--- src/design/als_pkg.sv ---
// ----------------------------------------------------------------------------
// als_pkg
// Shared types and defaults for the sequential array list.
// ----------------------------------------------------------------------------
package als_pkg;

  localparam int DEF_CAPACITY   = 128;
  localparam int DEF_ELEM_WIDTH = 32;

  typedef enum logic [2:0] {
    OP_INSERT = 3'd0,
    OP_DELETE = 3'd1,
    OP_GET    = 3'd2,
    OP_LOCATE = 3'd3,
    OP_CLEAR  = 3'd4
  } op_e;

  typedef enum logic [1:0] {
    ST_OK        = 2'd0,
    ST_FULL      = 2'd1,
    ST_RANGE     = 2'd2,
    ST_NOT_FOUND = 2'd3
  } status_e;

  typedef enum logic [2:0] {
    S_IDLE,
    S_INS_SHIFT,
    S_INS_PUT,
    S_READ_HEAD,
    S_DEL_SHIFT,
    S_LOCATE
  } state_e;

endpackage

--- src/design/als_store.sv ---
// ----------------------------------------------------------------------------
// als_store
// Element memory: one write port, one read port with registered read data.
// ----------------------------------------------------------------------------
module als_store #(
  parameter int DEPTH = als_pkg::DEF_CAPACITY,
  parameter int WIDTH = als_pkg::DEF_ELEM_WIDTH
) (
  input  logic                     clk_i,
  input  logic                     rd_en_i,
  input  logic [$clog2(DEPTH)-1:0] rd_addr_i,
  output logic [WIDTH-1:0]         rd_data_o,
  input  logic                     wr_en_i,
  input  logic [$clog2(DEPTH)-1:0] wr_addr_i,
  input  logic [WIDTH-1:0]         wr_data_i
);

  logic [WIDTH-1:0] mem_q [DEPTH];
  logic [WIDTH-1:0] rd_data_q;

  always_ff @(posedge clk_i) begin
    if (wr_en_i) begin
      mem_q[wr_addr_i] <= wr_data_i;
    end
  end

  always_ff @(posedge clk_i) begin
    if (rd_en_i) begin
      rd_data_q <= mem_q[rd_addr_i];
    end
  end

  assign rd_data_o = rd_data_q;

endmodule

--- src/design/als_seq.sv ---
// ----------------------------------------------------------------------------
// als_seq
// Operation sequencer: steps one store entry per cycle for shifts and search,
// with a single equality compare, and holds the length and the result.
// ----------------------------------------------------------------------------
module als_seq #(
  parameter int CAPACITY   = als_pkg::DEF_CAPACITY,
  parameter int ELEM_WIDTH = als_pkg::DEF_ELEM_WIDTH
) (
  input  logic                        clk_i,
  input  logic                        rst_ni,
  input  logic                        start_i,
  output logic                        busy_o,
  input  logic [2:0]                  operation_i,
  input  logic [6:0]                  position_i,
  input  logic signed [31:0]          value_i,
  output logic                        rd_en_o,
  output logic [$clog2(CAPACITY)-1:0] rd_addr_o,
  input  logic [ELEM_WIDTH-1:0]       rd_data_i,
  output logic                        wr_en_o,
  output logic [$clog2(CAPACITY)-1:0] wr_addr_o,
  output logic [ELEM_WIDTH-1:0]       wr_data_o,
  output logic                        result_valid_o,
  output als_pkg::status_e            status_o,
  output logic signed [31:0]          data_o,
  output logic [6:0]                  found_index_o,
  output logic [7:0]                  list_length_o,
  output logic                        is_empty_o
);

  import als_pkg::*;

  localparam int AW    = $clog2(CAPACITY);
  localparam int CW    = $clog2(CAPACITY + 1);
  localparam int CMP_W = (CW > 7) ? CW : 7;

  state_e                 state_q, state_d;
  logic [CW-1:0]          count_q, count_d;
  logic [AW-1:0]          ptr_q, ptr_d;
  logic [AW-1:0]          pos_q, pos_d;
  logic [ELEM_WIDTH-1:0]  val_q, val_d;
  logic                   del_q, del_d;
  logic                   done_q, done_d;
  status_e                status_q, status_d;
  logic signed [31:0]     data_q, data_d;
  logic [6:0]             found_q, found_d;

  logic [CMP_W-1:0]       pos_x, cnt_x;
  logic [CW-1:0]          ptr_next;
  logic                   more;

  assign pos_x    = CMP_W'(position_i);
  assign cnt_x    = CMP_W'(count_q);
  assign ptr_next = CW'(ptr_q) + CW'(1);
  // another entry lies past the pointer
  assign more     = (ptr_next < count_q);

  always_ff @(posedge clk_i or negedge rst_ni) begin
    if (!rst_ni) begin
      state_q <= S_IDLE;
      count_q <= '0;
      done_q  <= 1'b0;
    end else begin
      state_q <= state_d;
      count_q <= count_d;
      done_q  <= done_d;
    end
  end

  always_ff @(posedge clk_i) begin
    ptr_q    <= ptr_d;
    pos_q    <= pos_d;
    val_q    <= val_d;
    del_q    <= del_d;
    status_q <= status_d;
    data_q   <= data_d;
    found_q  <= found_d;
  end

  always_comb begin
    state_d   = state_q;
    count_d   = count_q;
    ptr_d     = ptr_q;
    pos_d     = pos_q;
    val_d     = val_q;
    del_d     = del_q;
    done_d    = 1'b0;
    status_d  = status_q;
    data_d    = data_q;
    found_d   = found_q;
    rd_en_o   = 1'b0;
    rd_addr_o = ptr_q;
    wr_en_o   = 1'b0;
    wr_addr_o = ptr_q;
    wr_data_o = rd_data_i;

    case (state_q)
      S_IDLE: begin
        if (start_i) begin
          pos_d    = AW'(position_i);
          val_d    = ELEM_WIDTH'(value_i);
          del_d    = (op_e'(operation_i) == OP_DELETE);
          status_d = ST_OK;
          data_d   = '0;
          found_d  = '0;
          case (op_e'(operation_i))
            OP_INSERT: begin
              if (count_q >= CW'(CAPACITY)) begin
                status_d = ST_FULL;
                done_d   = 1'b1;
              end else if (pos_x > cnt_x) begin
                status_d = ST_RANGE;
                done_d   = 1'b1;
              end else if (pos_x == cnt_x) begin
                state_d = S_INS_PUT;
              end else begin
                rd_en_o   = 1'b1;
                rd_addr_o = AW'(count_q - CW'(1));
                ptr_d     = AW'(count_q - CW'(1));
                state_d   = S_INS_SHIFT;
              end
            end
            OP_DELETE, OP_GET: begin
              if (pos_x >= cnt_x) begin
                status_d = ST_RANGE;
                done_d   = 1'b1;
              end else begin
                rd_en_o   = 1'b1;
                rd_addr_o = AW'(position_i);
                state_d   = S_READ_HEAD;
              end
            end
            OP_LOCATE: begin
              if (count_q == '0) begin
                status_d = ST_NOT_FOUND;
                done_d   = 1'b1;
              end else begin
                rd_en_o   = 1'b1;
                rd_addr_o = '0;
                ptr_d     = '0;
                state_d   = S_LOCATE;
              end
            end
            OP_CLEAR: begin
              count_d = '0;
              done_d  = 1'b1;
            end
            default: begin
              done_d = 1'b1;
            end
          endcase
        end
      end

      // move entry ptr up by one, walking down toward the insert position
      S_INS_SHIFT: begin
        wr_en_o   = 1'b1;
        wr_addr_o = ptr_q + AW'(1);
        wr_data_o = rd_data_i;
        if (ptr_q > pos_q) begin
          rd_en_o   = 1'b1;
          rd_addr_o = ptr_q - AW'(1);
          ptr_d     = ptr_q - AW'(1);
        end else begin
          state_d = S_INS_PUT;
        end
      end

      S_INS_PUT: begin
        wr_en_o   = 1'b1;
        wr_addr_o = pos_q;
        wr_data_o = val_q;
        count_d   = count_q + CW'(1);
        done_d    = 1'b1;
        state_d   = S_IDLE;
      end

      S_READ_HEAD: begin
        data_d = 32'(signed'(rd_data_i));
        if (!del_q) begin
          done_d  = 1'b1;
          state_d = S_IDLE;
        end else if ((CW'(pos_q) + CW'(1)) < count_q) begin
          rd_en_o   = 1'b1;
          rd_addr_o = pos_q + AW'(1);
          ptr_d     = pos_q + AW'(1);
          state_d   = S_DEL_SHIFT;
        end else begin
          count_d = count_q - CW'(1);
          done_d  = 1'b1;
          state_d = S_IDLE;
        end
      end

      // move entry ptr down by one, walking up toward the tail
      S_DEL_SHIFT: begin
        wr_en_o   = 1'b1;
        wr_addr_o = ptr_q - AW'(1);
        wr_data_o = rd_data_i;
        if (more) begin
          rd_en_o   = 1'b1;
          rd_addr_o = AW'(ptr_next);
          ptr_d     = AW'(ptr_next);
        end else begin
          count_d = count_q - CW'(1);
          done_d  = 1'b1;
          state_d = S_IDLE;
        end
      end

      S_LOCATE: begin
        if (rd_data_i == val_q) begin
          found_d = 7'(ptr_q);
          done_d  = 1'b1;
          state_d = S_IDLE;
        end else if (more) begin
          rd_en_o   = 1'b1;
          rd_addr_o = AW'(ptr_next);
          ptr_d     = AW'(ptr_next);
        end else begin
          status_d = ST_NOT_FOUND;
          done_d   = 1'b1;
          state_d  = S_IDLE;
        end
      end

      default: begin
        state_d = S_IDLE;
      end
    endcase
  end

  assign busy_o         = (state_q != S_IDLE);
  assign result_valid_o = done_q;
  assign status_o       = status_q;
  assign data_o         = data_q;
  assign found_index_o  = found_q;
  assign list_length_o  = 8'(count_q);
  assign is_empty_o     = (count_q == '0);

endmodule

--- src/design/array_list_insert_delete.sv ---
// ----------------------------------------------------------------------------
// array_list_insert_delete
// Fixed-capacity ordered list of signed values with insert, delete, get,
// locate and clear, one store entry moved or compared per cycle.
// ----------------------------------------------------------------------------
// Usage:
//   Drive operation_i, position_i and value_i with start high; the item is
//   taken on a rising edge where busy is low. Exactly one result follows,
//   shown for one cycle with result_valid_o high: status_o, data_o,
//   found_index_o, list_length_o and is_empty_o.
// Timing:
//   clear, rejected items, unused codes: busy never rises, result in the
//     next cycle, so such items may follow every cycle.
//   insert, get, delete: busy while entries are read and moved; locate:
//     busy while it reads one entry per cycle until the first match. The
//     result appears in the same cycle that busy falls. Busy time is set
//     by the single read and write port of the element memory.
//   A new item may be taken in the same cycle its predecessor's result shows.
// Reset clears the length to zero; the element memory is not cleared.
// The receiver cannot stall: each result is taken in its strobe cycle.
// ----------------------------------------------------------------------------
module array_list_insert_delete #(
  parameter int CAPACITY   = als_pkg::DEF_CAPACITY,
  parameter int ELEM_WIDTH = als_pkg::DEF_ELEM_WIDTH
) (
  input  logic               clk_i,
  input  logic               rst_ni,
  input  logic               start,
  output logic               busy,
  input  logic [2:0]         operation_i,
  input  logic [6:0]         position_i,
  input  logic signed [31:0] value_i,
  output logic               result_valid_o,
  output logic [1:0]         status_o,
  output logic signed [31:0] data_o,
  output logic [6:0]         found_index_o,
  output logic [7:0]         list_length_o,
  output logic               is_empty_o
);

  import als_pkg::*;

  localparam int AW = $clog2(CAPACITY);

  logic                  rd_en;
  logic [AW-1:0]         rd_addr;
  logic [ELEM_WIDTH-1:0] rd_data;
  logic                  wr_en;
  logic [AW-1:0]         wr_addr;
  logic [ELEM_WIDTH-1:0] wr_data;
  status_e               status;

  als_seq #(
    .CAPACITY  (CAPACITY),
    .ELEM_WIDTH(ELEM_WIDTH)
  ) u_seq (
    .clk_i         (clk_i),
    .rst_ni        (rst_ni),
    .start_i       (start),
    .busy_o        (busy),
    .operation_i   (operation_i),
    .position_i    (position_i),
    .value_i       (value_i),
    .rd_en_o       (rd_en),
    .rd_addr_o     (rd_addr),
    .rd_data_i     (rd_data),
    .wr_en_o       (wr_en),
    .wr_addr_o     (wr_addr),
    .wr_data_o     (wr_data),
    .result_valid_o(result_valid_o),
    .status_o      (status),
    .data_o        (data_o),
    .found_index_o (found_index_o),
    .list_length_o (list_length_o),
    .is_empty_o    (is_empty_o)
  );

  als_store #(
    .DEPTH(CAPACITY),
    .WIDTH(ELEM_WIDTH)
  ) u_store (
    .clk_i    (clk_i),
    .rd_en_i  (rd_en),
    .rd_addr_i(rd_addr),
    .rd_data_o(rd_data),
    .wr_en_i  (wr_en),
    .wr_addr_i(wr_addr),
    .wr_data_i(wr_data)
  );

  assign status_o = status;

endmodule

--- config.mk ---
export PLATFORM = sky130hd
export DESIGN_NAME = array_list_insert_delete
export DESIGN_NICKNAME = d
export VERILOG_FILES = /design/src/design/als_pkg.sv /design/src/design/als_store.sv /design/src/design/als_seq.sv /design/src/design/array_list_insert_delete.sv
export SDC_FILE = /design/constraint.sdc
export NUM_CORES = 2
export LEC_CHECK = 0
export ABC_CLOCK_PERIOD_IN_PS = 9700
export BUFFER_PORTS_ARGS = -buffer_cell sky130_fd_sc_hd__buf_2
export CAP_MARGIN = 15
export CORE_ASPECT_RATIO = 0.75
export CORE_MARGIN = 2
export CORE_UTILIZATION = 45
export CTS_BUF_LIST = sky130_fd_sc_hd__clkbuf_4
export CTS_CLUSTER_SIZE = 24
export DETAILED_ROUTE_END_ITERATION = 10
export PLACE_DENSITY_LB_ADDON = 0.3
export SYNTH_ARGS = -nofsm -noshare
export SYNTH_HDL_FRONTEND = slang
export SYNTH_HIERARCHICAL = 1
export SYNTH_SLANG_ARGS = --single-unit
--- constraint.sdc ---
create_clock -name clk_i -period 9.7 [get_ports clk_i]
set_input_delay 0.97 -clock clk_i [delete_from_list [all_inputs] [get_ports clk_i]]
set_output_delay 0.97 -clock clk_i [all_outputs]
set_load 0.02 [all_outputs]
Word level (Yosys, flattened, before mapping)
Memory sizes are Yosys's and may differ from the RTL's. A register that Yosys moved wholly into a read port is not among the register bits.
Index checks and enable logic that the tools add are counted.

word-level totals
  output and inout bits = 52
  logic and storage cells = 145
  memory bits (writable) = 4096
  bits of input ports = 45
  flip-flop bits (word level) = 100
  memories kept = 1

memory list
  memory         words  width  read ports  clocked after Yosys merged registers in  wr ports  line             source
  u_store.mem_q  128    32     1           1                                        1         als_store.sv:18  logic [WIDTH-1:0] mem_q [DEPTH];

operators by class
  $add $sub $neg = 7
  eq/ne operators = 26
  multiplexer cells = 78
  reduce and logical (&&, ||, !) cells = 17
  magnitude comparators = 6

operators by type and width
  operator                                                          number
  7-bit 2-to-1 mux                                                  14
  7-bit one-hot mux with 5 select lines                             2
  32-bit 2-to-1 mux                                                 2
  32-bit one-hot mux with 2 select lines                            1
  7-bit one-hot mux with 3 select lines                             2
  8-bit 2-to-1 mux                                                  5
  32-bit == test                                                    1
  8-bit one-hot mux with 4 select lines                             1
  3-bit 2-to-1 mux                                                  10
  7-bit one-hot mux with 2 select lines                             2
  1-bit 2-to-1 mux                                                  23
  7-bit by 1-bit adder with 8-bit output (second input constant)    2
  8-bit < comparator                                                2
  2-bit 2-to-1 mux                                                  8
  3-bit != test (second input constant)                             5
  3-bit one-hot mux with 5 select lines                             1
  7-bit by 1-bit adder with 7-bit output (second input constant)    2
  2-bit != test (second input constant)                             7
  3-bit by 2-bit == test with 1-bit output (second input constant)  4
  1-bit one-hot mux with 5 select lines                             2
  3-bit == test (second input constant)                             3
  3-bit one-hot mux with 3 select lines                             1
  8-bit by 1-bit adder with 8-bit output (second input constant)    1
  7-bit by 8-bit == test with 1-bit output                          1
  other kinds (25)                                                  32

Longest topological paths before layout
  depth after elaboration = 7
  depth in mapped cells = 23
  mapped depth without buffers = 18

By module
The synthesis kept the hierarchy.

by module, submodules not included
  module     times used  cells each  area each (sq um)  sequential area each (sq um)
  als_store  1           5990        156596.4           123958.9
  als_seq    1           759         6870.3             2942.8

Least setup slack after synthesis
OpenSTA, ideal clock, no wires.

  path kind = reg2reg
  start = register u_seq.ptr_q[1]
  end = register u_store.rd_data_q[0], in the netlist u_store/rd_data_o[0] (read register of u_store.mem_q), data pin
  arrival time = 5.622 ns
  cell stages (with the launch flop) = 23
  setup slack = 3.818 ns
  cells stage by stage = edfxtp_1 -> ha_1 -> and3_1 -> clkbuf_1 -> and3_1 -> clkbuf_1 -> xor2_1 -> ha_1 -> nand2_1 -> o21ai_0 -> a21oi_2 -> buf_2 -> nand2_1 -> o2111ai_1 -> o21ba_1 -> a311oi_1 -> buf_2 -> buf_2 -> buf_1 -> mux4_2 -> mux4_2 -> mux4_2 -> mux2_2

RTL lines
  element                                    line                            source
  from (decl)                                als_seq.sv:39                   logic [AW-1:0] ptr_q, ptr_d;
  from (signal assigned)                     als_seq.sv:71                   ptr_q <= ptr_d;
  7-bit by 1-bit adder with 8-bit output     als_seq.sv:54                   assign ptr_next = CW'(ptr_q) + CW'(1);
  8-bit < comparator                         als_seq.sv:56                   assign more = (ptr_next < count_q);
  7-bit 2-to-1 mux                           als_seq.sv:200, als_seq.sv:216
  7-bit 2-to-1 mux                           als_seq.sv:212                  if (rd_data_i == val_q) begin
  7-bit one-hot mux with 5 select lines (*)  als_seq.sv:97                   case (state_q)
  named net rd_addr[0]                       array_list_insert_delete.sv:46  logic [AW-1:0] rd_addr;
  to (decl)                                  als_store.sv:19                 logic [WIDTH-1:0] rd_data_q;

Mark *: on every way through the listed nets, which the timed path passes. The rest lies on a longest branch.
A chain may end at the register's enable or synchronous reset.

Worst setup path in the final report
  start = register u_seq.ptr_q[2]
  end = register u_store.rd_data_q[11], in the netlist u_store/rd_data_o[11] (read register of u_store.mem_q), data pin

on the way
  cells in the longest elaborated chain, start to end = 6

RTL lines
  element                                                                         line
  branches (longest 5 deep; another with 7-bit by 1-bit adder with 8-bit output)  n/a
  7-bit one-hot mux with 5 select lines (*)                                       als_seq.sv:97
  named net rd_addr[2]                                                            array_list_insert_delete.sv:46

Mark *: on every way through the listed nets, which the timed path passes.

==> results.json <==
{
  "postSynthAreaPerCell_sq_um": 24.2,
  "ys.flop_type": "edfxtp_1",
  "finalCriticalPeriod_ns": 8.20,
  "r2r_start": "u_seq/ptr_q[2]",
  "synth_cell_types": 71,
  "vdd_drop_max_uv": 349,
  "reg2reg_to": "u_store/rd_data_o[11]",
  "min_path_type": "in -> reg",
  "worstHoldStart": "value_i[7]",
  "fmax_mhz": 122,
  "cp_max_fo": 82,
  "period_share": 0.845,
  "worst_pin_slew_ns": 1.29,
  "grt_pass1_vias": 81900,
  "cts_buffers": 964,
  "clk_pin_slew_ns": 0.07,
  "h-tree-depth": 6,
  "worstSetupStartpointType": "register",
  "grt-ovfl-total": 0,
  "status": "finished clean",
  "rows": 191,
  "cts_sinks": 4228,
  "synth_edf_count": 4216,
  "post_drt_wl_per_cell_um": 35.2,
  "reg2reg_depth": 17,
  "grt_max_degree": 120,
  "rrSetupSlack_ns": 1.51,
  "whs_ns": 0.213,
  "worstHoldEndpoint": "u_seq/val_q[7]",
  "vias_per_cell": 6.18,
  "grt_antenna_before_repair": 69,
  "ant_nets": 0,
  "die_y_um": 526,
  "whs_path_depth": 2,
  "yosysSeqAreaShare": 0.776,
  "cp-end-kind": "register",
  "io_pins": 97,
  "drv_slew": 0,
  "finalHoldViolations": 0,
  "synth_warnings": 6,
  "gp_congestion": 0.891,
  "worst_clock_skew_ns": 0.181,
  "post-cts-setup-buffers": 0,
  "die_x_um": 700,
  "hpwl_um": 263000,
  "root_buffer": "clkbuf_4",
  "insertion_delay_ns": 1.51,
  "drive_gt1_frac": 0.400,
  "dr_total_vias": 82800,
  "cp.required_ns": 10.87,
  "final_nets": 7848,
  "start_util": 0.452,
  "drt_first_pass_iters": 6,
  "placeableCoreArea_sq_um": 361000,
  "critPathKind": "reg -> reg",
  "area_growth_pct": 13.1,
  "setup_violations": 0,
  "worstPathArrival_ns": 9.37,
  "drt_iter0_drc": 14000,
  "p_leak_uw": 0.0578,
  "ys_ff_latch": 4228,
  "max_slew_margin": 0.142,
  "wl_um": 471000,
  "clockBufferDepth": 4,
  "syn_nets": 6827,
  "grt_first_pass_wirelength_um": 646000,
  "rsz0062_at_grt": "false",
  "ys_async_sr_fraction": 0.00284,
  "syn_inst": 6749,
  "maxCapViolations": 0,
  "cts_tree": "yes",
  "dieArea_sq_um": 368000,
  "power_density_nw_per_um2": 386,
  "grt_use_total": 0.254,
  "fin_setup_tns_ns": 0,
  "synth.cell_area_sq_um": 163000,
  "drc": 0,
  "portBuffers": 96
}
-- synthesized netlist by cell type, drive strengths merged, types with 3 or more instances --
cell | n | area [sq um]
or2 | 3 | 18.8
o21ai | 39 | 195
o31ai | 7 | 66.3
mux2i | 3 | 30.0
nor4 | 15 | 93.8
o22a | 4 | 35.0
a211oi | 6 | 50.1
a221oi | 7 | 61.3
o22ai | 10 | 62.6
o221ai | 4 | 35.0
nand4 | 18 | 113
a31oi | 9 | 56.3
or3 | 5 | 31.3
and2 | 34 | 213
nor2 | 170 | 638
and3 | 13 | 81.3
mux2 | 32 | 360
mux4 | 1344 | 30300
a22oi | 6 | 45.0
xor2 | 38 | 333
dfrtp | 12 | 300
xnor2 | 17 | 149
nand3 | 28 | 140
inv | 26 | 97.6
nor3 | 19 | 105
a21boi | 4 | 30.0
a21o | 5 | 37.5
nor2b | 13 | 81.3
a211o | 3 | 26.3
nand2b | 6 | 37.5
nand2 | 161 | 604
a21oi | 40 | 204
edfxtp | 4216 | 127000
buf | 148 | 703
a311oi | 3 | 26.3
o211ai | 6 | 50.1
ha | 33 | 413
clkbuf | 208 | 782
-- layout by cell type (no fill, tap or decap), drive strengths merged, types with 13 or more instances in the layout --
cell type | netlist | routed
buf | 148 | 364
ha | 33 | 33
nor2 | 170 | 170
mux4 | 1344 | 1344
xor2 | 38 | 38
xnor2 | 17 | 17
a21oi | 40 | 40
and3 | 13 | 13
diode | 0 | 45
clkinv | 2 | 273
o21ai | 39 | 39
nor3 | 19 | 19
edfxtp | 4216 | 4216
nand3 | 28 | 28
nor2b | 13 | 13
clkbuf | 208 | 1402
nand2 | 161 | 161
mux2 | 32 | 32
dlygate4sd3 | 0 | 47
inv | 26 | 45
nand4 | 18 | 18
and2 | 34 | 34
nor4 | 15 | 15
-- per-layer routing --
layer,global-route usage,up-vias,share of wire
met5,0,-,0.00059
met4,0.0886,44,0.036
met3,0.0887,792,0.15
met2,0.364,5832,0.44
met1,0.362,44100,0.38
li1,-,32000,-
-- cells by family (layout without fill, tap and decap cells) --
family | count (synthesis) | count (layout) | share of synthesized area
flip-flops | 4228 | 4228 | 0.776
AND/OR/NAND/NOR | 491 | 491 | 0.0135
other | 0 | 45 | 0
adder cells (fa/ha/maj) | 33 | 33 | 0.00253
multiplexers | 1379 | 1379 | 0.188
AO/OA/AOI/OAI | 179 | 179 | 0.00743
XOR/XNOR | 55 | 55 | 0.00295
buffers and inverters | 384 | 2151 | 0.00973
-- worst max path at each step --
| stage | from | endpoint | slack [ns] | cells after the start |
|---|---|---|---|---|
| floorplan | u_seq/ptr_q[1] | u_store/rd_data_o[0] | 3.82 | 22 |
| global placement | u_seq/ptr_q[2] | u_store/rd_data_o[21] | 1.64 | 20 |
| detailed placement | u_seq/ptr_q[2] | u_store/rd_data_o[21] | 1.67 | 17 |
| CTS | u_seq/ptr_q[2] | u_store/rd_data_o[21] | 1.76 | 17 |
| global route | u_seq/ptr_q[2] | u_store/rd_data_o[21] | 1.32 | 20 |
| finish | u_seq/ptr_q[2] | u_store/rd_data_o[11] | 1.51 | 17 |
-- worst max-delay path: stages, from the launching register on --
cell and delay [ns]:
edfxtp_1 0.70, inv_1 0.22, nor3_2 0.52, and3_1 0.30
xnor2_1 0.19, ha_1 0.31, a21oi_1 0.19, o21ai_0 0.12
a21oi_2 0.59, o31ai_4 0.26, o21bai_1 0.22, a221oi_1 0.53
nand3_4 0.85, buf_12 0.53, mux4_2 0.43, mux4_2 0.64
mux4_2 0.76, mux2_2 0.36
-- report_power, final --
part	internal, uW	leakage [uW]	switching [uW]
Clock	6900	0.00719	6960
Combinational	12200	0.0124	20300
Sequential	24500	0.0382	564
Total	43500	0.0578	27800
-- through the flow --
step,worst slack (ns),cell area (sq um),std cells,util,power [uW]
finish,1.51,185000,13400,0.512,71300
global route,1.32,185000,13300,0.512,73600
CTS,1.76,185000,13300,0.511,71200
detailed placement,1.67,172000,11600,0.476,57300
global placement,1.64,172000,11600,0.476,56900
floorplan,3.82,163000,6749,-,44100
-- repair_timing --
| action | 4_1_cts | 5_1_grt |
|---|---|---|
| gates resized for setup | 0 | 0 |
| hold buffers | 47 | 0 |
| endpoints found under the hold margin | 65 | 0 |
-- state kept, by name (all words and copies together), names as in the netlist --
register and flops:
u_seq/found_index_o 7, u_store/rd_data_o 32, u_seq/ptr_q 7, u_seq/result_valid_o 1, u_seq/del_q 1, u_seq/pos_q 7
u_store/mem_q 4096, u_seq/val_q 32, u_seq/state_q 3, u_seq/data_o 32, u_seq/status_o 2, u_seq/list_length_o 8
-- layout make-up --
cell class / count / area (sq um)
diodes: 45 / 113
fillers: 28200 / 176000
inverters: 28 / 105
repair buffers: 411 / 3380
well taps: 4825 / 6040
multi-input cells: 2137 / 36300
clock buffers: 1402 / 10500
clock inverters: 310 / 1600
flip-flops and latches: 4228 / 127000
(Power assumes the default switching activity.)
